## src/rtl/core/ssd_pkg.sv

```systemverilog
// Shared types and constants for the symmetry shortest-distance block.
// Used by ssd_front, ssd_back and symmetry_shortest_distance. No dependencies.
`timescale 1ns / 1ps

package ssd_pkg;

    localparam int MAX_ATOMS    = 1024;
    localparam int ATOM_AW      = 10;
    localparam int MAX_SYMMETRY = 64;
    localparam int SYM_IW       = 6;
    localparam int SYM_DEPTH    = MAX_SYMMETRY * 3;
    localparam int SYM_AW       = 8;

    localparam logic [1:0]  OP_LOAD_SYM  = 2'd0;
    localparam logic [1:0]  OP_LOAD_ATOM = 2'd1;
    localparam logic [1:0]  OP_QUERY     = 2'd2;
    localparam logic [1:0]  OP_RESERVED  = 2'd3;
    localparam logic [1:0]  AXIS_LAST    = 2'd2;
    localparam logic [1:0]  AXIS_RESERVED = 2'd3;

    localparam logic [2:0]  CFG_GXY   = 3'd0;
    localparam logic [2:0]  CFG_GXZ   = 3'd1;
    localparam logic [2:0]  CFG_GYZ   = 3'd2;
    localparam logic [2:0]  CFG_ASQ   = 3'd3;
    localparam logic [2:0]  CFG_BSQ   = 3'd4;
    localparam logic [2:0]  CFG_CSQ   = 3'd5;
    localparam logic [2:0]  CFG_COUNT = 3'd6;

    localparam logic [47:0] HALF48     = 48'h8000_0000_0000;
    localparam logic [59:0] LIMIT_SQ   = 60'd1 << 44;
    localparam logic [18:0] PENALTY    = 19'd7;
    localparam logic [18:0] MIN_DIST   = 19'd655;
    localparam logic [23:0] RECIP_TEN  = 24'd13421773;   // ceil(2^27 / 10)
    localparam logic [4:0]  COL_LAST   = 5'd5;
    localparam logic [4:0]  MET_LAST   = 5'd7;
    localparam logic [4:0]  SQRT_LAST  = 5'd22;

    typedef struct packed {
        logic        [1:0]  op;
        logic        [9:0]  first_index;
        logic        [9:0]  second_index;
        logic        [1:0]  axis;
        logic signed [31:0] value_x;
        logic signed [31:0] value_y;
        logic signed [31:0] value_z;
        logic signed [31:0] value_shift;
        logic        [17:0] radius;
        logic               hydrogen;
        logic signed [7:0]  part;
    } t_in_item;

    typedef struct packed {
        logic        [9:0]  atom_i;
        logic        [9:0]  atom_j;
        logic        [5:0]  best_symmetry;
        logic        [18:0] distance;
        logic        [19:0] cutoff;
        logic               covalent;
    } t_out_item;

    typedef struct packed {
        logic signed [31:0] cross_ab_gamma;
        logic signed [31:0] cross_ac_beta;
        logic signed [31:0] cross_bc_alpha;
        logic        [30:0] a_squared;
        logic        [30:0] b_squared;
        logic        [30:0] c_squared;
        logic        [6:0]  symmetry_count;
    } t_cfg;

    typedef enum logic [1:0] {
        K_LOAD_SYM,
        K_LOAD_ATOM,
        K_QUERY
    } t_kind;

    typedef struct packed {
        t_kind    kind;
        t_in_item item;
    } t_cmd;

    typedef struct packed {
        logic [17:0]       radius;
        logic              hydrogen;
        logic signed [7:0] part;
    } t_attr;

    typedef enum logic [3:0] {
        ST_IDLE,
        ST_RD_I,
        ST_RD_J,
        ST_GET_J,
        ST_COL,
        ST_METRIC,
        ST_CHK,
        ST_SQRT,
        ST_PICK,
        ST_NEXT,
        ST_CUT0,
        ST_CUT1,
        ST_EMIT
    } t_state;

endpackage

```

## src/rtl/core/ssd_front.sv

```systemverilog
// Front end: accepts items, classifies them and holds them in a two-entry queue.
// Depends on ssd_pkg.
`timescale 1ns / 1ps

module ssd_front (
    input  logic             i_clk,
    input  logic             i_rst_n,
    input  logic             start,
    output logic             busy,
    input  ssd_pkg::t_in_item i_item,
    output logic             o_cmd_valid,
    output ssd_pkg::t_cmd    o_cmd,
    input  logic             i_cmd_pop
);

    ssd_pkg::t_cmd r_q [2];
    logic [1:0]    r_count;
    logic          r_wr_ptr;
    logic          r_rd_ptr;
    logic          accept;
    logic          keep;
    ssd_pkg::t_cmd cmd_in;

    assign busy   = (r_count == 2'd2);
    assign accept = start && !busy;

    // bad symmetry index, axis 3 and op 3 are dropped here
    always_comb begin
        cmd_in.item = i_item;
        cmd_in.kind = ssd_pkg::K_QUERY;
        keep        = 1'b0;
        case (i_item.op)
            ssd_pkg::OP_LOAD_SYM: begin
                cmd_in.kind = ssd_pkg::K_LOAD_SYM;
                keep = (i_item.first_index[9:ssd_pkg::SYM_IW] == '0) &&
                       (i_item.axis <= ssd_pkg::AXIS_LAST);
            end
            ssd_pkg::OP_LOAD_ATOM: begin
                cmd_in.kind = ssd_pkg::K_LOAD_ATOM;
                keep = 1'b1;
            end
            ssd_pkg::OP_QUERY: begin
                cmd_in.kind = ssd_pkg::K_QUERY;
                keep = 1'b1;
            end
            default: keep = 1'b0;
        endcase
    end

    assign o_cmd_valid = (r_count != 2'd0);
    assign o_cmd       = r_q[r_rd_ptr];

    always_ff @(posedge i_clk) begin
        if (!i_rst_n) begin
            r_count  <= 2'd0;
            r_wr_ptr <= 1'b0;
            r_rd_ptr <= 1'b0;
        end else begin
            if (accept && keep) begin
                r_q[r_wr_ptr] <= cmd_in;
                r_wr_ptr      <= ~r_wr_ptr;
            end
            if (i_cmd_pop && o_cmd_valid) begin
                r_rd_ptr <= ~r_rd_ptr;
            end
            r_count <= r_count + {1'b0, accept && keep}
                               - {1'b0, i_cmd_pop && o_cmd_valid};
        end
    end

endmodule

```

## config.mk

```make
export PLATFORM = sky130hd
export DESIGN_NAME = ssd_front
export DESIGN_NICKNAME = d
export VERILOG_FILES = /design/src/rtl/core/ssd_pkg.sv /design/src/rtl/core/ssd_front.sv
export SDC_FILE = /design/constraint.sdc
export NUM_CORES = 1
export LEC_CHECK = 0
export ABC_AREA = 1
export BUFFER_PORTS_ARGS = -buffer_cell sky130_fd_sc_hd__clkbuf_2
export CORE_MARGIN = 1.5
export CORE_UTILIZATION = 35
export CTS_BUF_LIST = sky130_fd_sc_hd__clkbuf_8
export DETAILED_ROUTE_END_ITERATION = 12
export PLACE_DENSITY = 0.61
export SETUP_SLACK_MARGIN = 0.2
export SLEW_MARGIN = 30
export SYNTH_ARGS = -nofsm -noshare
export SYNTH_HDL_FRONTEND = slang
export SYNTH_SLANG_ARGS = --single-unit
```

## constraint.sdc

```tcl
create_clock -name i_clk -period 13.2 [get_ports i_clk]
set_input_delay 1.98 -clock i_clk [delete_from_list [all_inputs] [get_ports i_clk]]
set_output_delay 1.98 -clock i_clk [all_outputs]
set_load 0.02 [all_outputs]
```

==> results of run 1 <==
-- cells in the mapped netlist (2+ instances only) --
| master | number | area [um^2] |
|---|---|---|
| mux2_2 | 91 | 1025 |
| edfxtp_1 | 362 | 10870 |
| buf_2 | 9 | 45.04 |
| a21oi_1 | 4 | 20.02 |
| nor2_1 | 5 | 18.77 |
| buf_6 | 11 | 123.9 |
| nand2_1 | 9 | 33.78 |
| ha_1 | 5 | 62.56 |
| dfxtp_1 | 5 | 100.1 |
| mux2_4 | 90 | 1351 |
| o21ai_0 | 2 | 10.01 |
| inv_1 | 13 | 48.80 |
-- report_power, final --
group	switching [W]	total [W]	leakage, nW	internal (W)
Clock	0.000407	0.000839	0.611	0.000431
Sequential	0.0000259	0.00136	3.32	0.00133
Combinational	0.000344	0.000611	2.69	0.000266
-- path summary, 6_finish.rpt --
path,start,to,slack [ns],cells past startpoint
worst min register to register,r_rd_ptr,register,0.45,1
worst max register to register,r_count[0],r_q[1][134],10.53,6
worst max-delay path,register,o_cmd[95],7.91,4
worst min-delay path,r_rd_ptr,register,0.45,1
-- cell families after synthesis --
family,Yosys count,synth area share (%)
simple gates,17,0.5189
mux,181,17.29
fa+ha+maj,5,0.4552
buf+inv,33,1.584
flops,367,79.82
compound gates,7,0.2731
xor+xnor,1,0.06373
-- critical path, stage by stage (launching register included) --
cell	delay, ns
dfxtp_4	0.69
buf_6	0.64
buf_4	0.65
mux2_4	0.35
clkbuf_2	0.16
-- sequential cells by signal (all words and copies together) (netlist names), named ones only --
signal	cells
r_q	362
r_wr_ptr	1
r_count	2
r_rd_ptr	1
-- metal layers --
| layer | track usage, % | wire (um) | vias to the layer above |
|---|---|---|---|
| met4 | 5.773 | 697 | 0 |
| met3 | 5.701 | 2814 | 48 |
| met1 | 15.60 | 11050 | 3426 |
| met2 | 21.30 | 13260 | 286 |
| li1 | - | - | 3243 |
| met5 | 0 | 0 | - |
-- placed cells by master (no fill, tap or decap), types with 2 or more instances in the layout --
cell type	synthesis	layout
buf_6	11	2
clkinv_1	0	9
dfxtp_1	5	4
nand2_1	9	9
ha_1	5	5
clkbuf_8	0	63
mux2_2	91	91
clkbuf_2	0	365
edfxtp_1	362	362
buf_4	0	6
nor2_1	5	4
inv_1	13	39
o21ai_0	2	2
a21oi_1	4	4
mux2_4	90	90
-- layout make-up --
| class | instances | share of cell area, % |
|---|---|---|
| inverter | 13 | 0.3138 |
| sequential | 367 | 64.01 |
| clock buffer | 63 | 5.058 |
| clock inverter | 37 | 0.8320 |
| multi-input combinational | 211 | 14.95 |
| timing repair buffer | 373 | 11.05 |
| tap | 518 | 3.780 |
-- per-stage QoR --
stage / hold slack, ns / setup slack, ns / util [%]
after floorplan: 0.4255 / 2.444 / -
final: 0.4504 / 7.913 / 44.26
after global placement: 0.4265 / 8.273 / 41.63
after detailed placement: 0.4394 / 8.515 / 41.65
after CTS: 0.4508 / 7.803 / 44.26
after global routing: 0.4865 / 7.704 / 44.26
==> impl_metrics.json, run 1 <==
{
  "maxSlewHeadroom_pct": 38.51,
  "numCtsBuffers": 57,
  "grt_usage_pct": 13.30,
  "wl_mm": 27.81,
  "synth_edf_count": 362,
  "grt_pass1_vias": 7386,
  "antenna_left": 0,
  "start_util_pct": 35.48,
  "place.port_buffers": 365,
  "clockBufferDepth": 3,
  "yosysWarnings": 0,
  "worstMarginPinSlew_ns": 0.9223,
  "syn_area_per_cell_um2": 22.49,
  "cts_setup_buffers": 0,
  "drt-vias-per-instance": 4.427,
  "routedWlPerCell_um": 17.58,
  "nets": 1211,
  "seq_area_frac_synth_pct": 79.82,
  "ctsHoldBuffers": 0,
  "layout-drive-gt1-share_pct": 58.46,
  "core_um2": 38740,
  "ir_drop_mv": 0.1135,
  "rsz0062_at_grt": "no",
  "grt_max_degree": 73,
  "cts_resized": 0,
  "stdcell_area_um2": 17140,
  "synth_seq_cells": 367,
  "fillers": 3518,
  "critPathMaxFanout": 59,
  "multi_input_area_um2": 2564,
  "cts-root-buf": "clkbuf_8",
  "placed_area_um2": 16130,
  "route.detailed.drc": 0,
  "hold_viol": 0,
  "finalClockSkew_ns": 0.02141,
  "leakage_nw": 6.622,
  "hpwl_mm": 18.47,
  "die_area_um2": 40470,
  "htree_levels": 2,
  "yosysUniqueCellTypes": 17,
  "die_w_um": 201.2,
  "finalMaxSlewViolations": 0,
  "syn-cell-area_um2": 13740,
  "cp-end-kind": "primary output",
  "synthCells": 611,
  "critPathArrivalTime_ns": 3.31,
  "grt_overflow": 0,
  "setup_violations": 0,
  "p_per_area_nw_per_um2": 163.8,
  "io_pins": 366,
  "dp_cells": 1482,
  "synth-main-ff-cell": "edfxtp_1",
  "layout-area-overhead-vs-synth_pct": 24.73,
  "clkLatencyLatePin_ns": 0.61,
  "totalPowerFinal_w": 0.002808,
  "antenna_found_initial": 0,
  "critPathLaunchType": "register",
  "die_height_um": 201.2,
  "worstPathRequired_ns": 11.22,
  "place.gp.congestion": 0.7325,
  "dr_total_vias": 7003,
  "tns_ns": 0,
  "n_antenna_cell": 0,
  "seqCellArea_um2": 10970,
  "min_path_type": "reg -> reg",
  "grt_first_pass_wirelength_mm": 40.99,
  "initialDrtViolationCount": 243,
  "rows": 72,
  "drv_cap": 0,
  "status": "finished, final reports clean",
  "final_cell_count_no_fill": 1582,
  "period_minus_slack_ns": 5.287,
  "fin_crit_sh_pct": 40.06,
  "async_flop_share_pct": 0,
  "syn-num-nets": 799,
  "fmax_ghz": 0.1891,
  "cts_tree": "yes",
  "cts.sinks": 367,
  "crit_type": "reg -> out",
  "clk_pin_slew_ns": 0.06,
  "firstDrtPassIters": 4
}
(Power assumes the default switching activity.)
==> run 2, diff against run 1 <==
Clock period 13.2 ns to 5.2 ns, I/O delays scaled along.
==> impl_metrics.json, run 2 (same netlist as run 1, synthesis figures left out) <==
{
  "status": "finished, final reports clean",
  "nets": 1217,
  "antenna_found_initial": 1,
  "hpwl_mm": 18.33,
  "final_common_cell": "clkbuf_2",
  "n_antenna_cell": 0,
  "tns_ns": 0,
  "critPathArrivalTime_ns": 2.63,
  "largest_reg_flops": 362,
  "cts_resized": 0,
  "drv_cap": 0,
  "wl_met3_mm": 2.837,
  "power.net_switching_w": 0.001993,
  "reg2reg_depth": 6,
  "dr_total_vias": 7019,
  "core_um2": 38740,
  "p_per_area_nw_per_um2": 417.0,
  "totalPowerFinal_w": 0.007202,
  "numCtsBuffers": 59,
  "cts-root-buf": "clkbuf_8",
  "grt_max_degree": 80,
  "clkPwrFrac_pct": 30.4,
  "regMostFlops": "r_q",
  "fillers": 3462,
  "firstDrtPassIters": 4,
  "drt-vias-per-instance": 4.423,
  "met1_length_mm": 10.97,
  "finalMaxSlewViolations": 0,
  "critPathLaunchType": "register",
  "leakage_nw": 6.637,
  "initialDrtViolationCount": 262,
  "worstMarginPinSlew_ns": 0.8064,
  "hold_viol": 0,
  "largestRegisters": "r_q x362, r_count x2",
  "clkLatencyLatePin_ns": 0.62,
  "power.internal_w": 0.005210,
  "ir_drop_mv": 0.2412,
  "finalClockSkew_ns": 0.01726,
  "route.detailed.drc": 0,
  "maxSlewHeadroom_pct": 46.24,
  "final_cell_mix": "365 x clkbuf_2, 362 x edfxtp_1, 91 x mux2_2",
  "cts_setup_buffers": 0,
  "place.port_buffers": 365,
  "post-route-util_pct": 44.58,
  "die_area_um2": 40470,
  "cts_tree": "yes",
  "io_pins": 366,
  "setup_violations": 0,
  "hold_depth": 1,
  "layout-drive-gt1-share_pct": 58.84,
  "fmax_ghz": 0.2928,
  "die_w_um": 201.2,
  "die_height_um": 201.2,
  "grt_pass1_vias": 7365,
  "grt_first_pass_wirelength_mm": 41.67,
  "clockBufferDepth": 3,
  "top_layer": "met5",
  "p_seq_share_pct": 48.1,
  "htree_levels": 2,
  "layout-area-overhead-vs-synth_pct": 25.65,
  "cp-end-kind": "primary output",
  "start_util_pct": 35.48,
  "clk_pin_slew_ns": 0.06,
  "fin_crit_sh_pct": 65.67,
  "critPathMaxFanout": 64,
  "crit_type": "reg -> out",
  "worstPathRequired_ns": 4.42,
  "grt_usage_pct": 13.44,
  "antenna_left": 0,
  "power_frac_comb_pct": 21.5,
  "min_path_type": "in -> reg",
  "period_minus_slack_ns": 3.415,
  "rsz0062_at_grt": "no",
  "place.gp.congestion": 0.7090,
  "grt_overflow": 0,
  "routedWlPerCell_um": 17.37,
  "rows": 72,
  "cts.sinks": 367,
  "met2_length_mm": 13.04,
  "ctsHoldBuffers": 0,
  "switching_share_pct": 27.67,
  "wl_mm": 27.57
}
-- run 2: cell count changes in the layout (fill, tap and decap cells not counted), moves of 2 or more --
cell and change:
clkbuf_8 -4, inv_1 -7, clkinv_1 +5, clkinv_2 +3, buf_12 +4, clkinvlp_4 +3, bufinv_16 +2
-- run 2: metal layers --
| layer | up-vias | track usage (%) |
|---|---|---|
| li1 | 3245 | - |
| met1 | 3418 | 15.97 |
| met2 | 300 | 21.29 |
| met3 | 54 | 5.734 |
| met4 | 2 | 5.881 |
| met5 | - | 0 |
-- run 2: area by class of cell --
class                      count  area [um^2]  area share, %
clock buffer                  59        812.0          4.702
clock inverter                42        225.2          1.304
inverter                      13        52.55         0.3043
multi-input combinational    211         2564          14.84
sequential                   367        10970          63.54
tap                          518        648.1          3.753
timing repair buffer         377         1994          11.55
-- run 2: stage by stage --
step / cell area, um^2 / instances / hold WS [ns] / setup WS (ns)
floorplan: 13760 / 611 / 0.4255 / 0.7348
global placement: 16200 / 1485 / 0.4318 / 1.831
detailed placement: 16230 / 1486 / 0.4358 / 2.068
CTS: 17270 / 1587 / 0.2664 / 1.650
global route: 17270 / 1587 / 0.2856 / 1.630
finish: 17270 / 1587 / 0.3458 / 1.785
-- run 2: path summary, 6_finish.rpt --
kind | startpoint | to | slack (ns)
setup / recovery | register | o_cmd[18] | 1.79
hold / removal | i_item[31] | r_q[1][31] | 0.35
setup reg to reg | r_count[0] | r_q[0][135] | 2.78
hold reg to reg | r_rd_ptr | register | 0.44
-- run 2: critical path, cell delays in order (launching register included) --
cell	delay (ns)
dfxtp_4	0.87
buf_12	0.49
mux2_2	0.42
clkbuf_2	0.18
-- run 2: power groups by stage --
stage	combinational (W)	sequential, W	clock [W]
after floorplan	0.00115	0.00348	0
after global placement	0.00157	0.00352	0
after detailed placement	0.00157	0.00353	0
after CTS	0.00158	0.00347	0.00229
after global routing	0.00165	0.00348	0.00240
final	0.00155	0.00346	0.00219
==> run 3, diff against run 2 <==
Settings changed: ABC_AREA 1 to 0.
Clock period 5.2 ns to 3.18 ns, I/O delays scaled along.
==> impl_metrics.json, run 3 <==
{
  "synthMuxAreaShare_pct": 15.27,
  "die_w_um": 198.3,
  "start_util_pct": 35.52,
  "leakage_nw": 7.055,
  "clkLatencyLatePin_ns": 0.63,
  "synthCells": 598,
  "p_seq_share_pct": 45.9,
  "min_path_type": "in -> reg",
  "grt_usage_pct": 14.91,
  "antenna_left": 0,
  "synth_fa_ha_area_share_pct": 0.4687,
  "final_cell_mix": "365 x clkbuf_2, 362 x edfxtp_1, 181 x mux2_2",
  "hold_viol": 0,
  "wl_mm": 29.74,
  "cp-end-kind": "primary output",
  "async_flop_share_pct": 0,
  "placed_area_um2": 16020,
  "status": "finished, final reports clean",
  "finalClockSkew_ns": 0.03833,
  "stdcell_area_um2": 18840,
  "switching_share_pct": 29.11,
  "cts_resized": 0,
  "firstDrtPassIters": 4,
  "cts.sinks": 367,
  "ys_top_cells_by_count": "362 x edfxtp_1, 181 x mux2_2, 20 x buf_2",
  "syn-cell-area_um2": 13350,
  "htree_levels": 2,
  "p_per_area_nw_per_um2": 654.9,
  "maxSlewHeadroom_pct": 58.83,
  "die_area_um2": 39310,
  "largestRegisters": "r_q x362, r_count x2",
  "crit_type": "reg -> out",
  "antenna_found_initial": 1,
  "finalMaxSlewViolations": 0,
  "grt_pass1_vias": 8405,
  "final_common_cell": "clkbuf_2",
  "yosysMostFrequentCell": "edfxtp_1",
  "syn_area_per_cell_um2": 22.32,
  "post-route-util_pct": 50.12,
  "critPathMaxFanout": 38,
  "worstMarginPinSlew_ns": 0.6176,
  "layout-area-overhead-vs-synth_pct": 41.13,
  "worstPathRequired_ns": 2.70,
  "synth_seq_cells": 367,
  "clk_pin_slew_ns": 0.06,
  "power.net_switching_w": 0.003590,
  "clockBufferDepth": 3,
  "layout-drive-gt1-share_pct": 51.69,
  "yosysWarnings": 0,
  "cts_setup_buffers": 0,
  "critPathArrivalTime_ns": 2.30,
  "core_um2": 37580,
  "io_pins": 366,
  "synth_xor_area_share_pct": 0.1969,
  "nets": 1386,
  "fmax_ghz": 0.3600,
  "rsz0062_at_grt": "no",
  "power_frac_comb_pct": 24.5,
  "initialDrtViolationCount": 239,
  "place.port_buffers": 365,
  "synth-simple-area-share_pct": 0.8250,
  "grt_overflow": 0,
  "regMostFlops": "r_q",
  "route.detailed.drc": 0,
  "grt_first_pass_wirelength_mm": 44.50,
  "period_minus_slack_ns": 2.778,
  "yosys-top-cells-area": "edfxtp_1 81%, mux2_2 15%, buf_2 0.75%",
  "largest_reg_flops": 362,
  "syn-num-nets": 786,
  "grt_max_degree": 74,
  "synth_compound_area_share_pct": 0.2062,
  "critPathLaunchType": "register",
  "place.gp.congestion": 0.7210,
  "fin_crit_sh_pct": 87.35,
  "cts_tree": "yes",
  "drt-vias-per-instance": 4.363,
  "synth_top_area_share_pct": 81.45,
  "synth_top_family_by_area": "multiplexers",
  "setup_violations": 0,
  "rows": 71,
  "yosysUniqueCellTypes": 20,
  "clkPwrFrac_pct": 29.6,
  "seq_area_frac_synth_pct": 82.20,
  "drv_cap": 0,
  "synth-main-ff-cell": "edfxtp_1",
  "routedWlPerCell_um": 16.92,
  "cts-root-buf": "clkbuf_8",
  "synth_largest_area_cell": "edfxtp_1",
  "ir_drop_mv": 0.4301,
  "die_height_um": 198.3,
  "numCtsBuffers": 60,
  "synth_edf_count": 362,
  "hpwl_mm": 18.84,
  "power.internal_w": 0.008745,
  "dr_total_vias": 7670
}
==> run 3: cell type report <==
type | count | area [um^2]
Antenna cell | 1 | 2.502
Clock buffer | 61 | 839.6
Clock inverter | 49 | 229.0
Fill cell | 3171 | 18740
Inverter | 3 | 11.26
Multi-Input combinational cell | 208 | 2291
Sequential cell | 367 | 10970
Tap cell | 511 | 639.4
Timing Repair Buffer | 558 | 3849
==> run 3: cell families (layout without fill, tap and decap cells) <==
family,Yosys count,in the layout
AO/OA/AOI/OAI,3,3
buffers and inverters,23,671
other,0,1
flip-flops,367,367
XOR/XNOR,3,3
adder cells (fa/ha/maj),5,5
AND/OR/NAND/NOR,16,16
multiplexers,181,181
==> run 3: timing repair <==
action / in CTS / in global routing
hold buffers: 174 / 0
endpoints found under the setup margin: 0 / 0
endpoints found under the hold margin: 347 / 0
==> run 3: power groups by stage <==
stage	logic (W)	clock network, W	registers, W
final	0.00303	0.00365	0.00566
after global routing	0.00322	0.00400	0.00568
after CTS	0.00307	0.00380	0.00567
after detailed placement	0.00288	0	0.00577
after global placement	0.00287	0	0.00576
after floorplan	0.00194	0	0.00569
==> run 3: path summary, 6_finish.rpt <==
| path | startpoint | to | slack (ns) | cells past startpoint |
|---|---|---|---|---|
| worst min register to register | r_rd_ptr | r_rd_ptr | 0.55 | 2 |
| worst max-delay path | register | o_cmd[48] | 0.40 | 3 |
| worst max register to register | r_count[1] | r_q[0][63] | 0.79 | 6 |
| worst min-delay path | i_item[71] | r_q[1][71] | 0.09 | 1 |
==> run 3: layer usage <==
layer / global-route usage (%) / vias up / wire (um)
met5: 0 / - / 0
met4: 7.012 / 0 / 892
met3: 4.820 / 60 / 2290
met2: 26.00 / 264 / 15050
met1: 16.42 / 3751 / 11510
li1: - / 3595 / -
==> run 3: critical path: stages, from the launching register on <==
cell	delay (ns)
dfxtp_4	0.75
buf_12	0.30
mux2_2	0.40
clkbuf_2	0.17
==> run 3: per-stage QoR <==
| step | TNS [ns] | power, W | hold WS (ns) | std cells | setup WS, ns |
|---|---|---|---|---|---|
| after floorplan | -774.03 | 0.007627 | 0.5042 | 598 | -3.099 |
| after global placement | 0 | 0.008630 | 0.5249 | 1473 | 0.4861 |
| after detailed placement | 0 | 0.008646 | 0.5408 | 1473 | 0.4954 |
| after CTS | 0 | 0.01254 | 0.005355 | 1757 | 0.2740 |
| after global routing | 0 | 0.01291 | 0.02809 | 1758 | 0.2278 |
| final | 0 | 0.01234 | 0.08711 | 1758 | 0.4023 |
